==> config.mk <==
export PLATFORM = sky130hd
export DESIGN_NAME = key_debounce_relay_selector_core
export DESIGN_NICKNAME = d
export VERILOG_FILES = /design/src/rtl/core/kdrs_pkg.sv /design/src/rtl/core/key_debounce_relay_selector_core.sv
export SDC_FILE = /design/constraint.sdc
export NUM_CORES = 1
export LEC_CHECK = 0
export ABC_CLOCK_PERIOD_IN_PS = 6080
export BUFFER_PORTS_ARGS = -buffer_cell sky130_fd_sc_hd__buf_4
export CAP_MARGIN = 20
export CORE_AREA = 2 2 53 67
export CTS_CLUSTER_SIZE = 8
export DETAILED_ROUTE_END_ITERATION = 8
export DIE_AREA = 0 0 55 69
export GPL_ROUTABILITY_DRIVEN = 0
export HOLD_SLACK_MARGIN = 0.1
export PLACE_DENSITY = 0.81
export SYNTH_ARGS = -nofsm -noshare
export SYNTH_HDL_FRONTEND = slang
export SYNTH_SLANG_ARGS = --single-unit
==> constraint.sdc <==
create_clock -name clk -period 6.08 [get_ports clk]
set_clock_uncertainty 0.15 [all_clocks]
set_input_delay 1.216 -clock clk [delete_from_list [all_inputs] [get_ports clk]]
set_output_delay 1.216 -clock clk [all_outputs]
set_load 0.01 [all_outputs]
==> src/rtl/core/kdrs_pkg.sv <==
`default_nettype none

package kdrs_pkg;

    // Key and relay state codes carried in the key_code field.
    typedef enum logic [2:0] {
        KC_NONE  = 3'd0,
        KC_UP    = 3'd1,
        KC_DOWN  = 3'd2,
        KC_ENTER = 3'd3,
        KC_OPEN  = 3'd4,
        KC_STOP  = 3'd5,
        KC_CLOSE = 3'd6
    } key_code_t;

    // Configuration register indexes.
    localparam logic [1:0] REG_SLAVE_MODE     = 2'd0;
    localparam logic [1:0] REG_DEBOUNCE_LIMIT = 2'd1;

    localparam int unsigned CNT_W = 8;
    localparam logic [CNT_W-1:0] LIMIT_AT_RESET = 8'd50;
    localparam logic [CNT_W-1:0] CNT_MAX = '1;

endpackage

`default_nettype wire

==> src/rtl/core/key_debounce_relay_selector_core.sv <==
`default_nettype none

// Channel  | Direction | Payload
// ---------+-----------+-----------------------------------------------------
// s_axis   | in        | one scan tick: six active-low key levels
// m_axis   | out       | one result per tick: key code, flags, relay drives
// cfg      | in        | write-only registers: slave_mode, debounce_limit
//
// Each tick is processed combinationally: the debounce counter and key state are
// updated when the tick transfers, and the result lands in the output register.
// A new tick transfers every cycle while the output register is empty or being
// taken in the same cycle, so the sustained rate is one tick per clock.
// A stall on m_axis holds the result and stops intake until it is taken.
// Reset clears the counter, the stored key, the latch and the output valid.
module key_debounce_relay_selector_core
    import kdrs_pkg::*;
(
    input  wire logic       clk,
    input  wire logic       rst_n,
    input  wire logic       s_tvalid,
    output logic            s_tready,
    // [0] key_up_level, [1] key_down_level, [2] key_enter_level,
    // [3] key_open_level, [4] key_stop_level, [5] key_close_level, [7:6] zero
    input  wire logic [7:0] s_tdata,
    output logic            m_tvalid,
    input  wire logic       m_tready,
    // [2:0] key_code, [3] new_key, [4] key_held, [5] relay_open,
    // [6] relay_stop, [7] relay_close
    output logic [7:0]      m_tdata,
    input  wire logic       cfg_we,
    input  wire logic [1:0] cfg_index,
    input  wire logic [7:0] cfg_data
);

    logic             slave_mode_reg;
    logic [CNT_W-1:0] debounce_limit_reg;
    logic [CNT_W-1:0] tick_count_reg;
    logic [CNT_W-1:0] tick_count_next;
    key_code_t        stored_key_reg;
    key_code_t        stored_key_next;
    logic             press_latched_reg;
    logic             press_latched_next;
    logic             m_tvalid_reg;
    logic [7:0]       m_tdata_reg;
    logic [7:0]       m_tdata_next;

    logic             in_xfer;
    logic             up, down, enter, opn, stp, cls;
    logic             all_high;
    logic [CNT_W-1:0] cnt_inc;
    logic             cnt_fire;
    logic [CNT_W-1:0] cnt_after;
    key_code_t        st_cur;
    key_code_t        tgt_a;
    key_code_t        tgt_b;
    logic             line_a;
    logic             line_b;
    logic             accepted;

    assign s_tready = !m_tvalid_reg || m_tready;
    assign in_xfer  = s_tvalid && s_tready;
    assign m_tvalid = m_tvalid_reg;
    assign m_tdata  = m_tdata_reg;

    assign up    = s_tdata[0];
    assign down  = s_tdata[1];
    assign enter = s_tdata[2];
    assign opn   = s_tdata[3];
    assign stp   = s_tdata[4];
    assign cls   = s_tdata[5];
    assign all_high = up && down && enter && opn && stp && cls;

    // Saturating count step; the limit is passed once the count exceeds it.
    assign cnt_inc   = (tick_count_reg == CNT_MAX) ? CNT_MAX : tick_count_reg + 1'b1;
    assign cnt_fire  = cnt_inc > debounce_limit_reg;
    assign cnt_after = cnt_fire ? '0 : cnt_inc;

    // Slave mode: any code other than open or close is treated as stop.
    always_comb
    begin
        st_cur = stored_key_reg;
        if (!(stored_key_reg inside {KC_OPEN, KC_CLOSE}))
        begin
            st_cur = KC_STOP;
        end
        case (st_cur)
            KC_OPEN:
            begin
                tgt_a = KC_STOP;  line_a = stp;
                tgt_b = KC_CLOSE; line_b = cls;
            end
            KC_CLOSE:
            begin
                tgt_a = KC_OPEN;  line_a = opn;
                tgt_b = KC_STOP;  line_b = stp;
            end
            default:
            begin
                tgt_a = KC_OPEN;  line_a = opn;
                tgt_b = KC_CLOSE; line_b = cls;
            end
        endcase
    end

    always_comb
    begin
        tick_count_next    = tick_count_reg;
        stored_key_next    = stored_key_reg;
        press_latched_next = press_latched_reg;
        accepted           = 1'b0;
        m_tdata_next       = '0;

        if (!slave_mode_reg)
        begin
            if (!press_latched_reg && !all_high)
            begin
                tick_count_next = cnt_after;
                if (cnt_fire)
                begin
                    press_latched_next = 1'b1;
                    accepted           = 1'b1;
                    if (!up)
                        stored_key_next = KC_UP;
                    else if (!down)
                        stored_key_next = KC_DOWN;
                    else if (!enter)
                        stored_key_next = KC_ENTER;
                    else if (!opn)
                        stored_key_next = KC_OPEN;
                    else if (!stp)
                        stored_key_next = KC_STOP;
                    else
                        stored_key_next = KC_CLOSE;
                end
            end
            else
            begin
                tick_count_next = '0;
                if (all_high)
                begin
                    press_latched_next = 1'b0;
                end
            end
            m_tdata_next[2:0] = stored_key_next;
            m_tdata_next[3]   = accepted;
            m_tdata_next[4]   = press_latched_next;
        end
        else
        begin
            stored_key_next = st_cur;
            if (line_a && !line_b)
            begin
                tick_count_next = cnt_after;
                if (cnt_fire)
                begin
                    stored_key_next = tgt_a;
                    accepted        = 1'b1;
                end
            end
            else if (!line_a && line_b)
            begin
                tick_count_next = cnt_after;
                if (cnt_fire)
                begin
                    stored_key_next = tgt_b;
                    accepted        = 1'b1;
                end
            end
            else
            begin
                tick_count_next = '0;
            end
            m_tdata_next[2:0] = stored_key_next;
            m_tdata_next[3]   = accepted;
            m_tdata_next[5]   = (stored_key_next == KC_OPEN);
            m_tdata_next[6]   = (stored_key_next == KC_STOP);
            m_tdata_next[7]   = (stored_key_next == KC_CLOSE);
        end
    end

    always_ff @(posedge clk or negedge rst_n)
    begin
        if (!rst_n)
        begin
            slave_mode_reg     <= 1'b0;
            debounce_limit_reg <= LIMIT_AT_RESET;
        end
        else if (cfg_we)
        begin
            case (cfg_index)
                REG_SLAVE_MODE:     slave_mode_reg     <= cfg_data[0];
                REG_DEBOUNCE_LIMIT: debounce_limit_reg <= cfg_data;
                default:            ;
            endcase
        end
    end

    always_ff @(posedge clk or negedge rst_n)
    begin
        if (!rst_n)
        begin
            tick_count_reg    <= '0;
            stored_key_reg    <= KC_NONE;
            press_latched_reg <= 1'b0;
            m_tvalid_reg      <= 1'b0;
        end
        else
        begin
            if (in_xfer)
            begin
                tick_count_reg    <= tick_count_next;
                stored_key_reg    <= stored_key_next;
                press_latched_reg <= press_latched_next;
                m_tvalid_reg      <= 1'b1;
            end
            else if (m_tready)
            begin
                m_tvalid_reg <= 1'b0;
            end
        end
    end

    always_ff @(posedge clk)
    begin
        if (in_xfer)
        begin
            m_tdata_reg <= m_tdata_next;
        end
    end

endmodule

`default_nettype wire

Word level (Yosys, flattened, before mapping)
Index checks and enable logic that the tools add are counted.
{"block": "totals", "regBits": 30, "input_bits": 23, "output_inout_bits": 10, "wordCells": 76}
{"block": "op_classes", "addsub": 1, "magnitude_cmp": 1, "eq_ne": 9, "mux": 34, "n_bitwise": 1, "reduce_logical": 21}
{"cell": "$mux 8", "n": 6}
{"cell": "$mux 3", "n": 12}
{"cell": "$eq 3x3->1 const B", "n": 7}
{"cell": "$mux 1", "n": 12}
{"cell": "$logic_and 1x1->1", "n": 9}
{"cell": "$add 8x1->8 const B", "n": 1}
{"cell": "$eq 8x8->1 const B", "n": 1}
{"cell": "$gt 8x8->1", "n": 1}
{"cell": "$mux 2", "n": 3}
{"cell": "$reduce_and 2->1", "n": 3}
{"cell": "$logic_not 1->1", "n": 5}
{"cell": "$mux 4", "n": 1}
{"cell": "$reduce_bool 2->1", "n": 2}
{"cell": "$eq 2x1->1 const B", "n": 1}
{"cell": "$logic_not 2->1", "n": 1}
{"cell": "$logic_or 1x1->1", "n": 1}
{"cell": "$not 1->1", "n": 1}

Longest topological paths before layout
{"block": "logic_depth", "ltp_word": 11, "depth_mapped": 15, "ltp_nobuf": 15}

Worst setup path after synthesis
No wires, ideal clock.
{"block": "synth_timing", "path_kind": "reg-to-reg", "start": "register tick_count_reg[0]", "end": "register m_tdata_reg[5] (netlist: m_tdata[5]), data pin", "setup_time_ns": 0.255, "arrival_ns": 2.827, "required_ns": 5.675, "path_slack_ns": 2.848, "stages_incl_launch_ff": 15, "path_buffers": 0, "period_less_slack_ns": 3.232, "cell_sequence": "dfrtp_1 -> ha_1 -> and3_1 -> and3_1 -> nand3_1 -> o21a_1 -> nand2_1 -> ha_1 -> a211o_1 -> o211ai_2 -> a31oi_4 -> nand2_2 -> nor4b_1 -> nor3_2 -> and3_1"}
{"block": "synth_between", "elab_chain_len": 8, "word_cells_on_any_way": 10, "classes_between": "1 x add/sub; 1 x order compare; 2 x eq/ne; 6 x mux"}
{"element": "start: declaration", "line_no": "key_debounce_relay_selector_core.sv:37", "rtl": "logic [CNT_W-1:0] tick_count_reg;"}
{"element": "start signal: assignment", "line_no": "key_debounce_relay_selector_core.sv:211", "rtl": "tick_count_reg <= tick_count_next;"}
{"element": "$add 8x1->8 or $eq 8x8->1 (tied branches)", "line_no": "key_debounce_relay_selector_core.sv:74", "rtl": "assign cnt_inc = (tick_count_reg == CNT_MAX) ? CNT_MAX : tick_count_reg + 1'b1;"}
{"element": "$mux 8 (*)", "line_no": "key_debounce_relay_selector_core.sv:74"}
{"element": "$gt 8x8->1 (*)", "line_no": "key_debounce_relay_selector_core.sv:75", "rtl": "assign cnt_fire = cnt_inc > debounce_limit_reg;"}
{"element": "$mux 3", "line_no": "key_debounce_relay_selector_core.sv:163", "rtl": "if (cnt_fire)"}
{"element": "$mux 3", "line_no": "key_debounce_relay_selector_core.sv:160", "rtl": "else if (!line_a && line_b)"}
{"element": "$mux 3 (*)", "line_no": "key_debounce_relay_selector_core.sv:151", "rtl": "if (line_a && !line_b)"}
{"element": "$mux 3 (*)", "line_no": "key_debounce_relay_selector_core.sv:113", "rtl": "if (!slave_mode_reg)"}
{"element": "$eq 3x3->1 (*)", "line_no": "key_debounce_relay_selector_core.sv:175", "rtl": "m_tdata_next[5] = (stored_key_next == KC_OPEN);"}
{"element": "end signal: assignment", "line_no": "key_debounce_relay_selector_core.sv:227", "rtl": "m_tdata_reg <= m_tdata_next;"}
{"element": "end: declaration", "line_no": "key_debounce_relay_selector_core.sv:44", "rtl": "logic [7:0] m_tdata_reg;"}
Every way passes the cells marked *; elsewhere a longest branch is shown, timed or not. The select of a mux whose other input is x is not followed.
A chain may end at the register's enable or synchronous reset.

Final worst setup path
{"block": "layout_timing", "start": "register tick_count_reg[0]", "end": "register tick_count_reg[3]"}
{"block": "layout_between", "elab_chain_len": 7, "word_cells_on_any_way": 9, "classes_between": "1 x add/sub; 1 x order compare; 1 x eq/ne; 6 x mux"}
{"element": "$add 8x1->8 or $eq 8x8->1 (tied branches)", "line_no": "key_debounce_relay_selector_core.sv:74"}
{"element": "$mux 8 (*)", "line_no": "key_debounce_relay_selector_core.sv:74"}
{"element": "$gt 8x8->1", "line_no": "key_debounce_relay_selector_core.sv:75"}
{"element": "$mux 8 (*)", "line_no": "key_debounce_relay_selector_core.sv:76", "rtl": "assign cnt_after = cnt_fire ? '0 : cnt_inc;"}
{"element": "$mux 8", "line_no": "key_debounce_relay_selector_core.sv:160"}
{"element": "$mux 8", "line_no": "key_debounce_relay_selector_core.sv:151"}
{"element": "$mux 8 (*)", "line_no": "key_debounce_relay_selector_core.sv:113"}
Every way passes the cells marked *; elsewhere a longest branch is shown, timed or not.

==> flow_summary_export.csv <==
group,metric,value,unit
sta,slew_viol_final,0,
global_route,globalRouteOverflowTotal,0,
cts,htree_num_levels,2,
cts,clkSinkCount,30,
synth,syn-num-nets,207,
die,dieArea,0.003795,mm²
global_route,grt_max_degree,23,
die,top_level_ports,33,
setup_path,worst_path_max_delay_cell,"or3b_4",
synth,ys_ff_latch,30,
drt,drtIter0Drc,45,
sta,finalHoldViolations,0,
power,clockPowerShare,26.3,%
placement,placed_cells,240,
synth,yosys.area_share.simple,22.57,%
die,rows,23,
synth,synth_xor_area_share,0.4892,%
sta,fin_crit_sh,60.48,%
drt,wire_per_inst,16.05,µm
outcome,outcome,"finished, final reports clean",
synth,synth_edf_count,8,
sta,rsz0062_at_grt,"no",
synth,ys.flop_type,"dfrtp_1",
cts,clk_pin_slew,0.06,ns
sta,worst_pin_slew,0.5928,ns
setup_path,path_buf_inv,0,
setup_path,rr_worst_depth,14,
synth,synthMuxAreaShare,6.150,%
layout,area_growth,20.89,%
sta,slew_headroom,60.38,%
global_route,grt_usage,24.88,%
synth,synth_top_family_by_area,"simple AND/OR/NAND/NOR gates",
synth,synth_compound_area_share,16.98,%
power,p_sw_share,32.54,%
setup_path,rr_endpoint,"tick_count_reg[3]",
synth,yosys_warnings,0,
sta,hold_slack,0.3579,ns
synth,synthCells,175,
drt,ant_nets,0,
layout,fillers,249,
cts,clock_path_buffers,2,
synth,ys_seq_area_share,44.37,%
min_path,min_from,"debounce_limit_reg[3]",
global_route,antenna_found_initial,0,
layout,nets,242,
power,p_leak,1.069,nW
drt,drt_wl_total,3.981,mm
setup_path,rrSetupSlack,2.40,ns
drt,dr.pass1.iters,5,
sta,fmax,0.2719,GHz
sta,setup_tns,0,ns
power,power_density,329.3,mW/mm²
placement,dpl_cell_area,0.002054,mm²
cts,cts-buffers-inserted,5,
drt,vias_per_cell,6.056,
cts,post_cts_resized,0,
drt,via_count,1502,
setup_path,cp_cell_sequence,"ha_1, and3_1, and3_1, nand3_1, o21a_1, nand2_1, ha_1, a211o_1, o211ai_2, nand4_2, nand2_2, or3b_4, a31oi_1, a21o_1",
power,peakVddDrop,0.2136,mV
synth,ys_types,47,
setup_path,start_kind,"flip-flop",
setup_path,r2r-start,"tick_count_reg[0]",
synth,synthArstFlopShare,73.33,%
layout,drive_gt1_share,28.91,%
cts,cts_root_buf,"clkbuf_8",
power,power.switching,0.0002319,W
setup_path,arrival,3.75,ns
setup_path,end_kind,"flip-flop",
die,start_util,56.56,%
setup_path,crit_family,"simple AND/OR/NAND/NOR gates",
layout,design_area,0.002165,mm²
cts,cts_hold_buf,0,
layout,n_antenna_cell,0,
die,die_h,69,µm
placement,portBuffers,30,
cts,postCtsSetupRepairBufs,0,
power,sequentialPowerShare,39.9,%
setup_path,required,6.16,ns
min_path,min-delay-path-class,"flip-flop to flip-flop",
die,die_x,55,µm
layout,finalNonFillerCells,248,
min_path,holdPathEnd,"debounce_limit_reg[3]",
min_path,whs_path_depth,1,
setup_path,crit_type,"flip-flop to flip-flop",
placement,dp_hpwl,3.060,mm
synth,syn_avg_cell_area,10.23,µm²
run,maxCapViolations,0,
sta,finalSetupViolCount,0,
cts,cts_tree,"built",
global_route,grt_pass1_vias,1625,
setup_path,slowest_delay,0.44,ns
power,pwr-share-comb,33.8,%
power,p_int,0.0004808,W
global_route,grt_pass1_wl,6.893,mm
synth,synthAdderAreaFrac,6.289,%
synth,synth_area,0.001790,mm²
sta,layout_min_cycle_time,3.677,ns
cts,clkLatencyLatePin,0.28,ns
setup_path,critPathMaxFanout,9,
die,core,0.003166,mm²
drt,drcViolationCount,0,
[cell families (layout without fill, tap and decap cells)]
group,Yosys count,after routing
flops,30,30
xor+xnor,1,1
buf+inv,15,51
fa+ha+maj,9,9
compound gates,42,42
mux,10,10
simple gates,68,68
[power groups by stage]
stage,clock network [W],logic (W),registers [W]
after floorplan,0,0.000169,0.000280
after global routing,0.000200,0.000271,0.000289
after CTS,0.000190,0.000240,0.000283
after detailed placement,0,0.000239,0.000286
final,0.000187,0.000241,0.000284
after global placement,0,0.000220,0.000283
[final cells by class]
class | instances | area, µm² | share of cell area (%)
Multi-Input combinational cell | 130 | 939.7 | 43.41
Sequential cell | 30 | 794.5 | 36.71
Timing Repair Buffer | 30 | 225.2 | 10.40
Clock buffer | 8 | 110.1 | 5.087
Inverter | 13 | 48.80 | 2.254
Tap cell | 37 | 46.29 | 2.139
[Yosys cell counts (2+ instances only)]
cell       n  area (µm²)
nor4b_1    2       17.52
nand3_1    7       35.03
a21o_1     5       37.54
a31oi_1    3       18.77
o211ai_1   2       15.01
mux2i_1    2       20.02
dfstp_2    3       78.83
a32o_1     2       20.02
clkbuf_1   2       7.510
a21oi_1    7       35.03
ha_1       9       112.6
inv_1     13       48.80
o31ai_1    4       30.03
o21ai_0    8       40.04
o21a_1     3       22.52
nand2_1   13       48.80
mux2_2     8       90.09
and3_1     7       43.79
nand2b_1  11       68.82
nor2_1    11       41.29
edfxtp_1   8       240.2
nand4_1    2       12.51
dfrtp_1   19       475.5
[stage by stage]
step	total power, W	utilization (%)	setup WS [ns]
2_1_floorplan	0.0004487	-	2.848
3_3_place_gp	0.0005030	64.90	2.597
3_5_place_dp	0.0005250	64.90	2.468
4_1_cts	0.0007130	68.38	2.441
5_1_grt	0.0007602	68.38	2.180
6_report	0.0007127	68.38	2.403
[routing by layer]
metal	up-vias	global-route usage (%)	wire length (µm)	part of all wire [%]
met2	66	43.52	2240	56
met5	-	0	0	0
met4	0	13.55	106	2.7
met1	714	25.14	1390	35
li1	710	-	-	-
met3	12	6.277	243	6.1
[worst max path at each step]
stage / to / start / slack [ns] / cells past startpoint
final: tick_count_reg[3] / tick_count_reg[0] / 2.40 / 14
after global routing: stored_key_reg[0] / tick_count_reg[0] / 2.18 / 14
after CTS: tick_count_reg[3] / tick_count_reg[0] / 2.44 / 14
after detailed placement: tick_count_reg[2] / tick_count_reg[0] / 2.47 / 14
after global placement: tick_count_reg[2] / tick_count_reg[0] / 2.60 / 14
after floorplan: m_tdata[5] / tick_count_reg[0] / 2.85 / 14
[cell usage in the layout (no fill, tap or decap), types with 2 or more instances in the layout]
cell | netlist | layout
dfstp_2 | 3 | 3
nor4b_1 | 2 | 2
buf_4 | 0 | 30
a32o_1 | 2 | 2
a21oi_1 | 7 | 7
nand2_1 | 13 | 13
and3_1 | 7 | 7
inv_1 | 13 | 13
a21o_1 | 5 | 5
mux2_2 | 8 | 8
nand2b_1 | 11 | 11
o21a_1 | 3 | 3
o31ai_1 | 4 | 4
mux2i_1 | 2 | 2
clkbuf_8 | 0 | 8
o21ai_0 | 8 | 8
ha_1 | 9 | 9
o211ai_1 | 2 | 2
nor2_1 | 11 | 11
nand3_1 | 7 | 7
nand4_1 | 2 | 2
edfxtp_1 | 8 | 8
dfrtp_1 | 19 | 19
a31oi_1 | 3 | 3
Power figures use the tool's default switching activity.
